### config.mk
export PLATFORM = sky130hd
export DESIGN_NAME = key_matrix_debounce_make_break
export DESIGN_NICKNAME = d
export VERILOG_FILES = /design/src/rtl/core/kmdb_pkg.sv /design/src/rtl/core/kmdb_front.sv /design/src/rtl/core/kmdb_fifo.sv /design/src/rtl/core/kmdb_back.sv /design/src/rtl/core/key_matrix_debounce_make_break.sv
export SDC_FILE = /design/constraint.sdc
export NUM_CORES = 1
export LEC_CHECK = 0
export BUFFER_PORTS_ARGS = -buffer_cell sky130_fd_sc_hd__buf_2
export CAP_MARGIN = 25
export CORE_MARGIN = 2
export CORE_UTILIZATION = 40
export DETAILED_ROUTE_END_ITERATION = 6
export MAX_ROUTING_LAYER = met4
export PLACE_DENSITY = 0.63
export SYNTH_ARGS = -nofsm -noshare
export SYNTH_HDL_FRONTEND = slang
export SYNTH_SLANG_ARGS = --single-unit
### constraint.sdc
create_clock -name clk -period 7.6 [get_ports clk]
set_clock_uncertainty 0.2 [all_clocks]
set_input_delay 1.52 -clock clk [delete_from_list [all_inputs] [get_ports clk]]
set_output_delay 1.52 -clock clk [all_outputs]
set_load 0.01 [all_outputs]
### src/rtl/core/kmdb_pkg.sv
// shared types and constants for the key matrix debounce block
// used by kmdb_front, kmdb_fifo, kmdb_back and key_matrix_debounce_make_break
// no dependencies
package kmdb_pkg;

  localparam int unsigned CODE_W    = 8;
  localparam int unsigned SLOTS     = 4;
  localparam int unsigned WORD_W    = CODE_W * SLOTS;
  localparam int unsigned TIME_W    = 32;
  localparam int unsigned LIMIT_W   = 16;
  localparam int unsigned STEP_W    = 8;
  localparam int unsigned TIMER_W   = 17;
  localparam int unsigned MASK_W    = 2 * SLOTS;
  localparam int unsigned FIFO_DEPTH = 4;
  localparam int unsigned FIFO_PTR_W = $clog2(FIFO_DEPTH);
  localparam int unsigned FIFO_CNT_W = $clog2(FIFO_DEPTH + 1);

  localparam int unsigned ADDR_W    = 3;
  localparam int unsigned DATA_W    = 32;

  // register index codes (byte address bit 2)
  localparam logic REG_HOLD_LIMIT = 1'b0;
  localparam logic REG_HOLD_STEP  = 1'b1;

  localparam logic [LIMIT_W-1:0] HOLD_LIMIT_RST = LIMIT_W'(30);
  localparam logic [STEP_W-1:0]  HOLD_STEP_RST  = STEP_W'(10);

  typedef struct packed {
    logic [WORD_W-1:0] scan_word;
    logic [TIME_W-1:0] scan_time;
  } scan_t;

  typedef struct packed {
    logic [CODE_W-1:0] key_code;
    logic              is_release;
    logic [TIME_W-1:0] event_time;
    logic              last_event;
  } key_event_t;

  typedef struct packed {
    logic [LIMIT_W-1:0] hold_limit;
    logic [STEP_W-1:0]  hold_step;
  } cfg_t;

  // one reported change: mask bits 0..3 are makes from new_word bytes,
  // bits 4..7 are breaks from old_word bytes
  typedef struct packed {
    logic [WORD_W-1:0] new_word;
    logic [WORD_W-1:0] old_word;
    logic [TIME_W-1:0] scan_time;
    logic [MASK_W-1:0] mask;
  } job_t;

endpackage

### src/rtl/core/kmdb_front.sv
// front end: takes scans, runs the hold timer and builds event masks
// depends on kmdb_pkg
module kmdb_front (
  input  logic               clk,
  input  logic               rst,
  input  kmdb_pkg::cfg_t     cfg,
  input  logic               scan_valid,
  input  kmdb_pkg::scan_t    scan,
  output logic               scan_stall,
  input  logic               job_full,
  output logic               job_push,
  output kmdb_pkg::job_t     job
);

  logic [kmdb_pkg::WORD_W-1:0]  sampled_word, sampled_word_next;
  logic [kmdb_pkg::WORD_W-1:0]  reported_word, reported_word_next;
  logic [kmdb_pkg::TIMER_W-1:0] hold_timer, hold_timer_next;
  logic                         accept;
  logic                         report;
  logic [kmdb_pkg::MASK_W-1:0]  mask;

  assign scan_stall = job_full;
  assign accept     = scan_valid && !scan_stall;

  always_comb begin
    sampled_word_next = sampled_word;
    hold_timer_next   = hold_timer;
    if (scan.scan_word != sampled_word) begin
      sampled_word_next = scan.scan_word;
      hold_timer_next   = '0;
    end else if (hold_timer < {1'b0, cfg.hold_limit}) begin
      hold_timer_next = hold_timer +
                        {{(kmdb_pkg::TIMER_W - kmdb_pkg::STEP_W){1'b0}}, cfg.hold_step};
    end
  end

  assign report = (reported_word != sampled_word_next) &&
                  (hold_timer_next >= {1'b0, cfg.hold_limit});

  // make: nonzero new code absent from old word; break: the reverse
  always_comb begin
    logic hit_old, hit_new;
    logic [kmdb_pkg::CODE_W-1:0] c_new, c_old;
    mask = '0;
    for (int i = 0; i < kmdb_pkg::SLOTS; i++) begin
      c_new   = sampled_word_next[i*kmdb_pkg::CODE_W +: kmdb_pkg::CODE_W];
      c_old   = reported_word[i*kmdb_pkg::CODE_W +: kmdb_pkg::CODE_W];
      hit_old = 1'b0;
      hit_new = 1'b0;
      for (int j = 0; j < kmdb_pkg::SLOTS; j++) begin
        if (reported_word[j*kmdb_pkg::CODE_W +: kmdb_pkg::CODE_W] == c_new)
          hit_old = 1'b1;
        if (sampled_word_next[j*kmdb_pkg::CODE_W +: kmdb_pkg::CODE_W] == c_old)
          hit_new = 1'b1;
      end
      mask[i]                  = (c_new != '0) && !hit_old;
      mask[i + kmdb_pkg::SLOTS] = (c_old != '0) && !hit_new;
    end
  end

  assign reported_word_next = report ? sampled_word_next : reported_word;

  assign job_push       = accept && report && (mask != '0);
  assign job.new_word   = sampled_word_next;
  assign job.old_word   = reported_word;
  assign job.scan_time  = scan.scan_time;
  assign job.mask       = mask;

  always_ff @(posedge clk) begin
    if (rst) begin
      sampled_word  <= '0;
      reported_word <= '0;
      hold_timer    <= '0;
    end else if (accept) begin
      sampled_word  <= sampled_word_next;
      reported_word <= reported_word_next;
      hold_timer    <= hold_timer_next;
    end
  end

endmodule

### src/rtl/core/kmdb_fifo.sv
// short job queue between front and back ends
// depends on kmdb_pkg
module kmdb_fifo (
  input  logic            clk,
  input  logic            rst,
  input  logic            push,
  input  kmdb_pkg::job_t  push_data,
  output logic            full,
  input  logic            pop,
  output logic            not_empty,
  output kmdb_pkg::job_t  pop_data
);

  kmdb_pkg::job_t                 entries [kmdb_pkg::FIFO_DEPTH];
  logic [kmdb_pkg::FIFO_PTR_W-1:0] wr_ptr, rd_ptr;
  logic [kmdb_pkg::FIFO_CNT_W-1:0] count;
  logic                            do_push, do_pop;

  assign full      = (count == kmdb_pkg::FIFO_CNT_W'(kmdb_pkg::FIFO_DEPTH));
  assign not_empty = (count != '0);
  assign do_push   = push && !full;
  assign do_pop    = pop && not_empty;
  assign pop_data  = entries[rd_ptr];

  always_ff @(posedge clk) begin
    if (do_push) begin
      entries[wr_ptr] <= push_data;
    end
  end

  always_ff @(posedge clk) begin
    if (rst) begin
      wr_ptr <= '0;
      rd_ptr <= '0;
      count  <= '0;
    end else begin
      if (do_push) wr_ptr <= wr_ptr + 1'b1;
      if (do_pop)  rd_ptr <= rd_ptr + 1'b1;
      case ({do_push, do_pop})
        2'b10:   count <= count + 1'b1;
        2'b01:   count <= count - 1'b1;
        default: count <= count;
      endcase
    end
  end

endmodule

### src/rtl/core/kmdb_back.sv
// back end: one event per unstalled cycle from a job's mask into output register
// depends on kmdb_pkg
module kmdb_back (
  input  logic                 clk,
  input  logic                 rst,
  input  logic                 job_ready,
  input  kmdb_pkg::job_t       job_in,
  output logic                 job_pop,
  output logic                 key_valid,
  input  logic                 key_stall,
  output kmdb_pkg::key_event_t key_event
);

  kmdb_pkg::job_t              job;
  logic                        job_valid;
  logic                        slot_free;
  logic                        emit;
  logic                        last;
  logic [kmdb_pkg::MASK_W-1:0] mask_rest;
  logic [$clog2(kmdb_pkg::MASK_W)-1:0] sel;
  logic [kmdb_pkg::CODE_W-1:0] sel_code;
  logic                        sel_break;

  assign slot_free = !key_valid || !key_stall;
  assign emit      = job_valid && slot_free;
  assign mask_rest = job.mask & (job.mask - 1'b1);
  assign last      = (mask_rest == '0);
  assign job_pop   = job_ready && (!job_valid || (emit && last));

  // lowest pending event first: makes in byte order, then breaks
  always_comb begin
    sel = '0;
    for (int i = kmdb_pkg::MASK_W - 1; i >= 0; i--) begin
      if (job.mask[i]) sel = ($clog2(kmdb_pkg::MASK_W))'(i);
    end
  end

  assign sel_break = sel[$clog2(kmdb_pkg::MASK_W)-1];

  always_comb begin
    logic [$clog2(kmdb_pkg::SLOTS)-1:0] slot;
    slot     = sel[$clog2(kmdb_pkg::SLOTS)-1:0];
    sel_code = sel_break ? job.old_word[slot*kmdb_pkg::CODE_W +: kmdb_pkg::CODE_W]
                         : job.new_word[slot*kmdb_pkg::CODE_W +: kmdb_pkg::CODE_W];
  end

  always_ff @(posedge clk) begin
    if (job_pop) begin
      job <= job_in;
    end else if (emit) begin
      job.mask <= mask_rest;
    end
    if (emit) begin
      key_event.key_code   <= sel_code;
      key_event.is_release <= sel_break;
      key_event.event_time <= job.scan_time;
      key_event.last_event <= last;
    end
  end

  always_ff @(posedge clk) begin
    if (rst) begin
      job_valid <= 1'b0;
      key_valid <= 1'b0;
    end else begin
      if (job_pop)            job_valid <= 1'b1;
      else if (emit && last)  job_valid <= 1'b0;
      if (emit)               key_valid <= 1'b1;
      else if (!key_stall)    key_valid <= 1'b0;
    end
  end

endmodule

### src/rtl/core/key_matrix_debounce_make_break.sv
// top level of the keyboard scan debouncer with make/break event output
// instantiates kmdb_front, kmdb_fifo, kmdb_back; uses kmdb_pkg
//
// Each request on the scan channel is one keyboard scan: four 8-bit key codes
// (0 = empty) and a timestamp. A changed word restarts the hold timer; an
// unchanged one adds hold_step until the timer reaches hold_limit. Once stable
// and different from the last reported word, the block emits make events for
// new codes (byte order 0..3), then break events for released codes, each
// stamped with the scan time, last_event set on the final one. Scans are
// taken one per cycle while the queue is not full; the front end decides the
// events in the accept cycle and places a job in a four-entry queue. The back
// end drains one event per cycle through the output register while key_stall
// is low, and a scan yields at most 8 events. Scan stall rises only while the
// queue is full. Registers: hold_limit at 0x0 (reset 30), hold_step at 0x4
// (reset 10), write them only while the block is idle.
module key_matrix_debounce_make_break (
  input  logic                          clk,
  input  logic                          rst,
  // scan requests
  input  logic                          scan_valid,
  output logic                          scan_stall,
  input  kmdb_pkg::scan_t               scan,
  // key event requests
  output logic                          key_valid,
  input  logic                          key_stall,
  output kmdb_pkg::key_event_t          key_event,
  // register port
  input  logic                          psel,
  input  logic                          penable,
  input  logic                          pwrite,
  input  logic [kmdb_pkg::ADDR_W-1:0]   paddr,
  input  logic [kmdb_pkg::DATA_W-1:0]   pwdata,
  output logic [kmdb_pkg::DATA_W-1:0]   prdata,
  output logic                          pready
);

  kmdb_pkg::cfg_t cfg;
  kmdb_pkg::job_t front_job, back_job;
  logic           job_push, job_full, job_pop, job_ready;
  logic           reg_idx;

  // register file, never waits
  assign pready  = 1'b1;
  assign reg_idx = paddr[2];

  always_ff @(posedge clk) begin
    if (rst) begin
      cfg.hold_limit <= kmdb_pkg::HOLD_LIMIT_RST;
      cfg.hold_step  <= kmdb_pkg::HOLD_STEP_RST;
    end else if (psel && penable && pwrite && pready) begin
      unique case (reg_idx)
        kmdb_pkg::REG_HOLD_LIMIT: cfg.hold_limit <= pwdata[kmdb_pkg::LIMIT_W-1:0];
        kmdb_pkg::REG_HOLD_STEP:  cfg.hold_step  <= pwdata[kmdb_pkg::STEP_W-1:0];
        default: ;
      endcase
    end
  end

  always_comb begin
    unique case (reg_idx)
      kmdb_pkg::REG_HOLD_LIMIT:
        prdata = {{(kmdb_pkg::DATA_W - kmdb_pkg::LIMIT_W){1'b0}}, cfg.hold_limit};
      kmdb_pkg::REG_HOLD_STEP:
        prdata = {{(kmdb_pkg::DATA_W - kmdb_pkg::STEP_W){1'b0}}, cfg.hold_step};
      default: prdata = '0;
    endcase
  end

  // front end: debounce and event classification
  kmdb_front u_front (
    .clk        (clk),
    .rst        (rst),
    .cfg        (cfg),
    .scan_valid (scan_valid),
    .scan       (scan),
    .scan_stall (scan_stall),
    .job_full   (job_full),
    .job_push   (job_push),
    .job        (front_job)
  );

  // decouples scan acceptance from event draining
  kmdb_fifo u_fifo (
    .clk       (clk),
    .rst       (rst),
    .push      (job_push),
    .push_data (front_job),
    .full      (job_full),
    .pop       (job_pop),
    .not_empty (job_ready),
    .pop_data  (back_job)
  );

  // back end: serializes events to the output
  kmdb_back u_back (
    .clk       (clk),
    .rst       (rst),
    .job_ready (job_ready),
    .job_in    (back_job),
    .job_pop   (job_pop),
    .key_valid (key_valid),
    .key_stall (key_stall),
    .key_event (key_event)
  );

endmodule
; Yosys cells after proc, flatten, opt, wreduce, memory -nomap -nowiden
; Memories as Yosys holds them, arrays and structs flattened. A register that Yosys moved wholly into a read port is not among the register bits.
; Cells that the tools add are included.
; W data, S select, Z words.
[totals]
regBits = 260
ram_bits = 416
inputBits = 106
output_inout_bits = 77
wordCells = 175
mem_count = 1
[op_classes]
add_sub_neg = 6
magnitude_cmp = 2
eq_ne = 38
n_shift = 2
muxes = 56
n_bitwise = 2
n_reduce_logical = 50
[mem_list]
columns = name, words, width, read_ports, rd_clocked_by_memory_dff, wr, line_no
row1 = u_fifo.entries, 4, 104, 1, 1, 1, kmdb_fifo.sv:14  ; kmdb_pkg::job_t entries [kmdb_pkg::FIFO_DEPTH];
[ops]
columns = operator, n
row1 = $eq A8 B8 Y1, 32
row2 = $reduce_bool A8 Y1, 9
row3 = $ne A32 B32 Y1, 2
row4 = $pmux W32 S2, 1
row5 = $shiftx A32 B6 Y8, 2
row6 = $mux W1, 38
row7 = $mux W17, 2
row8 = $mux W32, 1
row9 = $mux W3, 8
row10 = $mux W8, 3
row11 = $logic_and A1 B1 Y1, 19
row12 = $add A17 B8 Y17, 1
row13 = $ge A17 B16 Y1, 1
row14 = $lt A17 B16 Y1, 1
row15 = $logic_not A1 Y1, 12
row16 = $and A8 B8 Y8, 1
row17 = $logic_not A8 Y1, 1
row18 = $sub A8 B1 Y8 const B, 1
row19 = $pmux W3 S2, 1
row20 = $reduce_and A2 Y1, 3
row21 = $reduce_bool A2 Y1, 3
row22 = $add A2 B1 Y2 const B, 2
row23 = $mux W2, 2
row24 = $add A3 B1 Y3 const B, 1
row25 = 8 further kinds, 9

; Longest topological paths before layout
[logic_depth]
ltp_word = 14
mapped_depth = 27
depth_no_buf = 26

; Hierarchy
; A second synthesis with hierarchy kept.
[hier_totals]
hier_cells = 1902
area_unflattened_um2 = 29310.6
[modules_own_cells]
columns = module, n_inst, cells_per_inst, area_each_um2, seq_area_each_um2
row1 = kmdb_fifo, 1, 596, 15494.9, 12672.2
row2 = kmdb_front, 1, 939, 7220.7, 1621.6
row3 = kmdb_back, 1, 231, 5267.6, 4424.2
row4 = key_matrix_debounce_make_break, 1, 136, 1327.5, 480.5

; Worst setup path after synthesis
; Ideal clock, no wire load.
[synth_timing]
kind = input to register
from = input port scan[57] (netlist name)
to = memory u_fifo.entries[0][0] (netlist name) (enable)
setup_ns = 0.418
arrival_time_ns = 5.609
required_time_ns = 6.982
setup_slack_ns = 1.373
path_stages = 15
n_path_buf = 2
path_cell_list = buf_2 xnor2_1 nand4_1 nor4_1 nand2_1 clkbuf_1 a21oi_1 ha_1 nand4_1 o41ai_1 or2_2 a311oi_1 nor3_2 and2b_4 and2_2
[synth_via]
elab_cells_between_ends = 96
cone_classes = order compare: 1 / eq/ne: 34 / mux: 36 / reduce/logical: 25
[synth_lines]
columns = item, line_no
row1 = start: declaration, key_matrix_debounce_make_break.sv:22  ; input kmdb_pkg::scan_t scan,
row2 = $ne A32 B32 Y1, kmdb_front.sv:28  ; if (scan.scan_word != sampled_word) begin
row3 = $mux W17, kmdb_front.sv:28
row4 = net u_front.hold_timer_next (one bit), kmdb_front.sv:17  ; logic [kmdb_pkg::TIMER_W-1:0] hold_timer, hold_timer_next;
row5 = $ge A17 B16 Y1, kmdb_front.sv:38  ; (hold_timer_next >= {1'b0, cfg.hold_limit});
row6 = $logic_and A1 B1 Y1, kmdb_front.sv:37  ; assign report = (reported_word != sampled_word_next) &&
row7 = $logic_and A1 B1 Y1 (2 in a row), kmdb_front.sv:63  ; assign job_push = accept && report && (mask != '0);
row8 = $logic_and A1 B1 Y1, kmdb_fifo.sv:21  ; assign do_push = push && !full;
row9 = $mux W1, kmdb_fifo.sv:26  ; if (do_push) begin
row10 = $mux W1 (not written as such), kmdb_fifo.sv:27  ; entries[wr_ptr] <= push_data;
row11 = end: declaration, kmdb_fifo.sv:14
; The timed path passes the listed nets, and every way through them passes these cells.

; Worst setup path in the final report
[layout_timing]
from = register cfg[10] (netlist name)
to = register u_fifo.count[2] (netlist name)
[layout_via]
elab_chain_len = 10
elab_cells_between_ends = 12
cone_classes = order compare: 2 / eq/ne: 2 / mux: 3 / reduce/logical: 5
[layout_rtl]
columns = item, line_no
row1 = $lt A17 B16 Y1 *, kmdb_front.sv:31  ; end else if (hold_timer < {1'b0, cfg.hold_limit}) begin
row2 = $mux W17 *, kmdb_front.sv:31
row3 = $mux W17 *, kmdb_front.sv:28
row4 = net u_front.hold_timer_next (one bit), kmdb_front.sv:17
row5 = $ge A17 B16 Y1 *, kmdb_front.sv:38
row6 = $logic_and A1 B1 Y1 *, kmdb_front.sv:37
row7 = $logic_and A1 B1 Y1 * (2 in a row), kmdb_front.sv:63
row8 = $logic_and A1 B1 Y1 *, kmdb_fifo.sv:21
row9 = $eq A2 B1 Y1 or $eq A2 B2 Y1 (tied branches), kmdb_fifo.sv:39  ; case ({do_push, do_pop})
row10 = $pmux W3 S2 or $reduce_bool A2 Y1 (tied branches), -
row11 = end signal: assignment, kmdb_fifo.sv:40  ; 2'b10: count <= count + 1'b1;
row12 = end signal: assignment, kmdb_fifo.sv:41  ; 2'b01: count <= count - 1'b1;
row13 = end signal: assignment, kmdb_fifo.sv:42  ; default: count <= count;
row14 = end: declaration, kmdb_fifo.sv:16  ; logic [kmdb_pkg::FIFO_CNT_W-1:0] count;
; The timed path passes the listed nets; every way through them passes the cells marked *.
; A chain may end at the register's enable or synchronous reset.

==> results.md <==
- Core region area: 0.0711 mm^2
- Switching share of power: 20.4%
- Fin crit period: 6.46 ns
- RSZ-0062 raised after global routing: false
- Synth top area cells: sky130_fd_sc_hd__edfxtp_1, sky130_fd_sc_hd__mux4_2, sky130_fd_sc_hd__dfxtp_1, sky130_fd_sc_hd__xnor2_1, sky130_fd_sc_hd__nand2_1
- Combined area of all synthesized cells: 0.0286 mm^2
- Clock sink count: 678
- Switching power summed over all nets: 1.59 mW
- Routed vias: 16000
- Die H: about 270 um
- TNS Setup: 0 ns
- Initial Utilization: between 40% and 50%
- HPWL after detailed placement: 42100 um
- Initial antenna violation count: 3
- Clock tree from TritonCTS: built
- CTS hold repair buffers: 0
- Final worst path period share: between 80% and 90%
- Wire length of the first global-routing pass: roughly 100000 um
- Part of the Yosys area used for sequential elements: 67.1%
- Class of the tightest hold or removal check: register to register
- Leakage power of the design: approximately 11 nW
- Setup Crit Path Kind: register to register
- Aggregate routed wire length: 67000 um
- Cell Int Power: 6.18 mW
- Clock slew at the register clock pins of the worst setup and hold paths: 0.06 ns
- Final routed wire length divided by cell count: approximately 22 um
- Slowest cell delay on critical path: 0.59 ns
- Post-synth ARST share: 0%
- Fraction of power consumed by combinational cells: 2.7%
- Count of nets after finishing: 2187
- Most frequent cells in the layout: sky130_fd_sc_hd__edfxtp_1, sky130_fd_sc_hd__nand2_1, sky130_fd_sc_hd__buf_2
- Std-Cell Rows: just under 100
- Post-detailed-route DRC marker count: 0
- Horizontal die dimension: 271 um
- Transition time of the tightest slew-check pin: 1.01 ns
- Commonest non-fill, non-tap cell in the layout: sky130_fd_sc_hd__edfxtp_1
- Post-detailed-route count of antenna-violating nets: 0
- DP Worst Slack: 0.465 ns
- Source of the worst hold timing path: u_back.job[19]$_DFFE_PP_
- Number of H-tree branching levels: 3
- Number of pins exceeding their max-slew limit in the final report: 0
- Setup slack of the most critical reg-to-reg path: 1.14 ns
- Starting DRC count in detailed routing: 1304
- Cell taking the most area after synthesis: sky130_fd_sc_hd__edfxtp_1
- Cell at the slowest stage of the critical path: sky130_fd_sc_hd__o2111a_1
- Synth cell types: 66
- Arrival time of the worst setup path: 6.78 ns
- Number of buffers inserted to repair setup after CTS: 0
- Count of cells along the worst hold path: 0
- Placer's final routability congestion estimate: 0.873
- Top achievable clock speed: 0.155 GHz
- Pin count of the biggest net entering global routing: between 90 and 100
- Required arrival time at the worst endpoint: 7.92 ns
- Port Buffers: 147
- Number of buffers on the longest clock path: 3
- Proportion of netlist area held by the largest area contributor: a little under 60%
- Status: complete, no violations
- Max-slew headroom at the worst pin: 32.2%
- Yosys Warn Count: 0
- Number of register bits inferred by synthesis: 678
- Worst reg2reg endpoint: u_fifo.count[2]$_SDFFE_PP0P_
- Avg Vias per Cell: about 5.3
- Worst hold endpoint: u_back.key_event[12]$_DFFE_PP_
- Critical Path Sink Type: register
- Clock latency reported for the late side of the worst-skew pair: 0.62 ns
- Startpoint of the lowest-slack register-to-register path: cfg[10]$_SDFFE_PP1P_
- Most frequently used flop master after synthesis: sky130_fd_sc_hd__edfxtp_1
- Length of the first detailed-routing pass in iterations: 5
- Overall fraction of global-route tracks in use: 18.8%
- Area delta synth->final: 13.9%
- Clock buffer count from CTS: 74
- Global-route congestion overflow total: 0
- Power density over the cells: approximately 240 mW/mm^2
- Number of hold violations in the final report: 0
- Cell Area, Placed: about 0.03 mm^2
- Part of the total power dissipated in the clock network: 45.7%
- Startpoint kind of the worst setup timing path: register
- Total die area: 0.0737 mm^2
- Fraction of layout instances using a drive strength above 1: 21.1%
- Post-synthesis cell count: 1937
- Post-route setup slack: 1.14 ns
- Number of resized instances in the post-cts repair step: 0
- Cell at the root of the clock tree: sky130_fd_sc_hd__clkbuf_16
- Average size of a mapped cell: between 10 and 15 um^2
- Ports placed on the boundary: 183
- Number of synthesized flops with an enable pin: 562
- Max-capacitance violation count: 0
- Final setup vio count: 0
- Max Fanout on Critical Path: 14
- Part of the power in registers: 51.6%
- Worst Reg-to-Reg Cells: 25
- Post-route cell area: approximately 0.033 mm^2
- Vias in the first global route: approximately 16000
- Worst voltage drop across the vdd grid: 0.138 mV
[area by class of cell]
cell class	instances	area (um^2)
multi-input cells	1054	8420
fillers	6215	38500
clock buffers	94	1990
well taps	950	1190
repair buffers	194	1230
clock inverters	37	417
diodes	3	7.51
flip-flops and latches	678	19200
inverters	33	124
[per-layer routing]
metal / routed length [um] / track usage (%) / vias to the layer above
li1: - / - / 7359
met1: 28900 / 24.0 / 8158
met2: 33300 / 30.8 / 422
met3: 3680 / 3.78 / 92
met4: 1090 / 4.50 / 0
met5: 0 / - / -
[kinds of logic after synthesis]
family / after synthesis / share of synthesized area [%]
AND/OR/NAND/NOR: 471 / 7.73
flip-flops: 678 / 67.1
AO/OA/AOI/OAI: 206 / 4.47
adder cells (fa/ha/maj): 47 / 2.10
buffers and inverters: 220 / 3.78
multiplexers: 139 / 9.44
other: 2 / 0.0263
XOR/XNOR: 174 / 5.33
[critical path: cells and delay by family (launching register included)]
kind / cells / cell delay, ns
AO/OA/AOI/OAI: 11 / 3.26
buffers and inverters: 3 / 0.21
AND/OR/NAND/NOR: 5 / 0.92
XOR/XNOR: 2 / 0.30
adder cells (fa/ha/maj): 4 / 1.19
flip-flops: 1 / 0.31
[through the flow]
stage	utilization [%]	std cells	power [mW]	hold WS, ns
4_1_cts	45.8	3039	7.85	0.219
6_report	45.8	3043	7.76	0.217
2_1_floorplan	-	1952	4.23	0.200
3_5_place_dp	42.4	2908	4.29	0.205
5_1_grt	45.8	3042	8.02	0.224
3_3_place_gp	42.4	2907	4.29	0.200
[Yosys cell counts, types with 32 or more instances]
cell type	n
sky130_fd_sc_hd__inv_1	32
sky130_fd_sc_hd__o21ai_0	39
sky130_fd_sc_hd__nand4_1	37
sky130_fd_sc_hd__nand2_1	215
sky130_fd_sc_hd__xor2_1	53
sky130_fd_sc_hd__edfxtp_1	562
sky130_fd_sc_hd__ha_1	44
sky130_fd_sc_hd__mux2i_1	33
sky130_fd_sc_hd__mux4_2	104
sky130_fd_sc_hd__a21oi_1	87
sky130_fd_sc_hd__clkbuf_1	101
sky130_fd_sc_hd__dfxtp_1	116
sky130_fd_sc_hd__xnor2_1	121
sky130_fd_sc_hd__nor2_1	100
[sequential cells by signal (all words and copies together) (netlist names), 2 cells and up, named ones only]
register and cells:
u_fifo.rd_ptr 2, u_front.hold_timer 17, u_front.sampled_word 32, u_fifo.wr_ptr 2, u_back.key_event 42, u_front.reported_word 32
cfg 24, u_fifo.count 3, u_fifo.entries 416, u_back.job 104
[worst max-delay path by stage]
stage | start | end | depth (start not counted)
after global routing | cfg[22]$_SDFFE_PP0P_ | u_fifo.count[2]$_SDFFE_PP0P_ | 24
after detailed placement | scan[61] | u_fifo.count[2]$_SDFFE_PP0P_ | 22
after global placement | scan[61] | u_fifo.count[2]$_SDFFE_PP0P_ | 22
after floorplan | scan[57] | u_fifo.entries[0][0]$_DFFE_PP_ | 15
final | cfg[10]$_SDFFE_PP1P_ | u_fifo.count[2]$_SDFFE_PP0P_ | 25
after CTS | scan[61] | u_fifo.count[2]$_SDFFE_PP0P_ | 22
[power by group through the flow]
stage                     logic, mW  registers (mW)  clock network (mW)
final                         0.210            4.01                3.55
after global routing          0.229            4.01                3.78
after CTS                     0.209            4.01                3.63
after detailed placement      0.207            4.09                   0
after global placement        0.202            4.09                   0
after floorplan               0.141            4.09                   0
No activity file was read; power rests on OpenSTA's default activity.
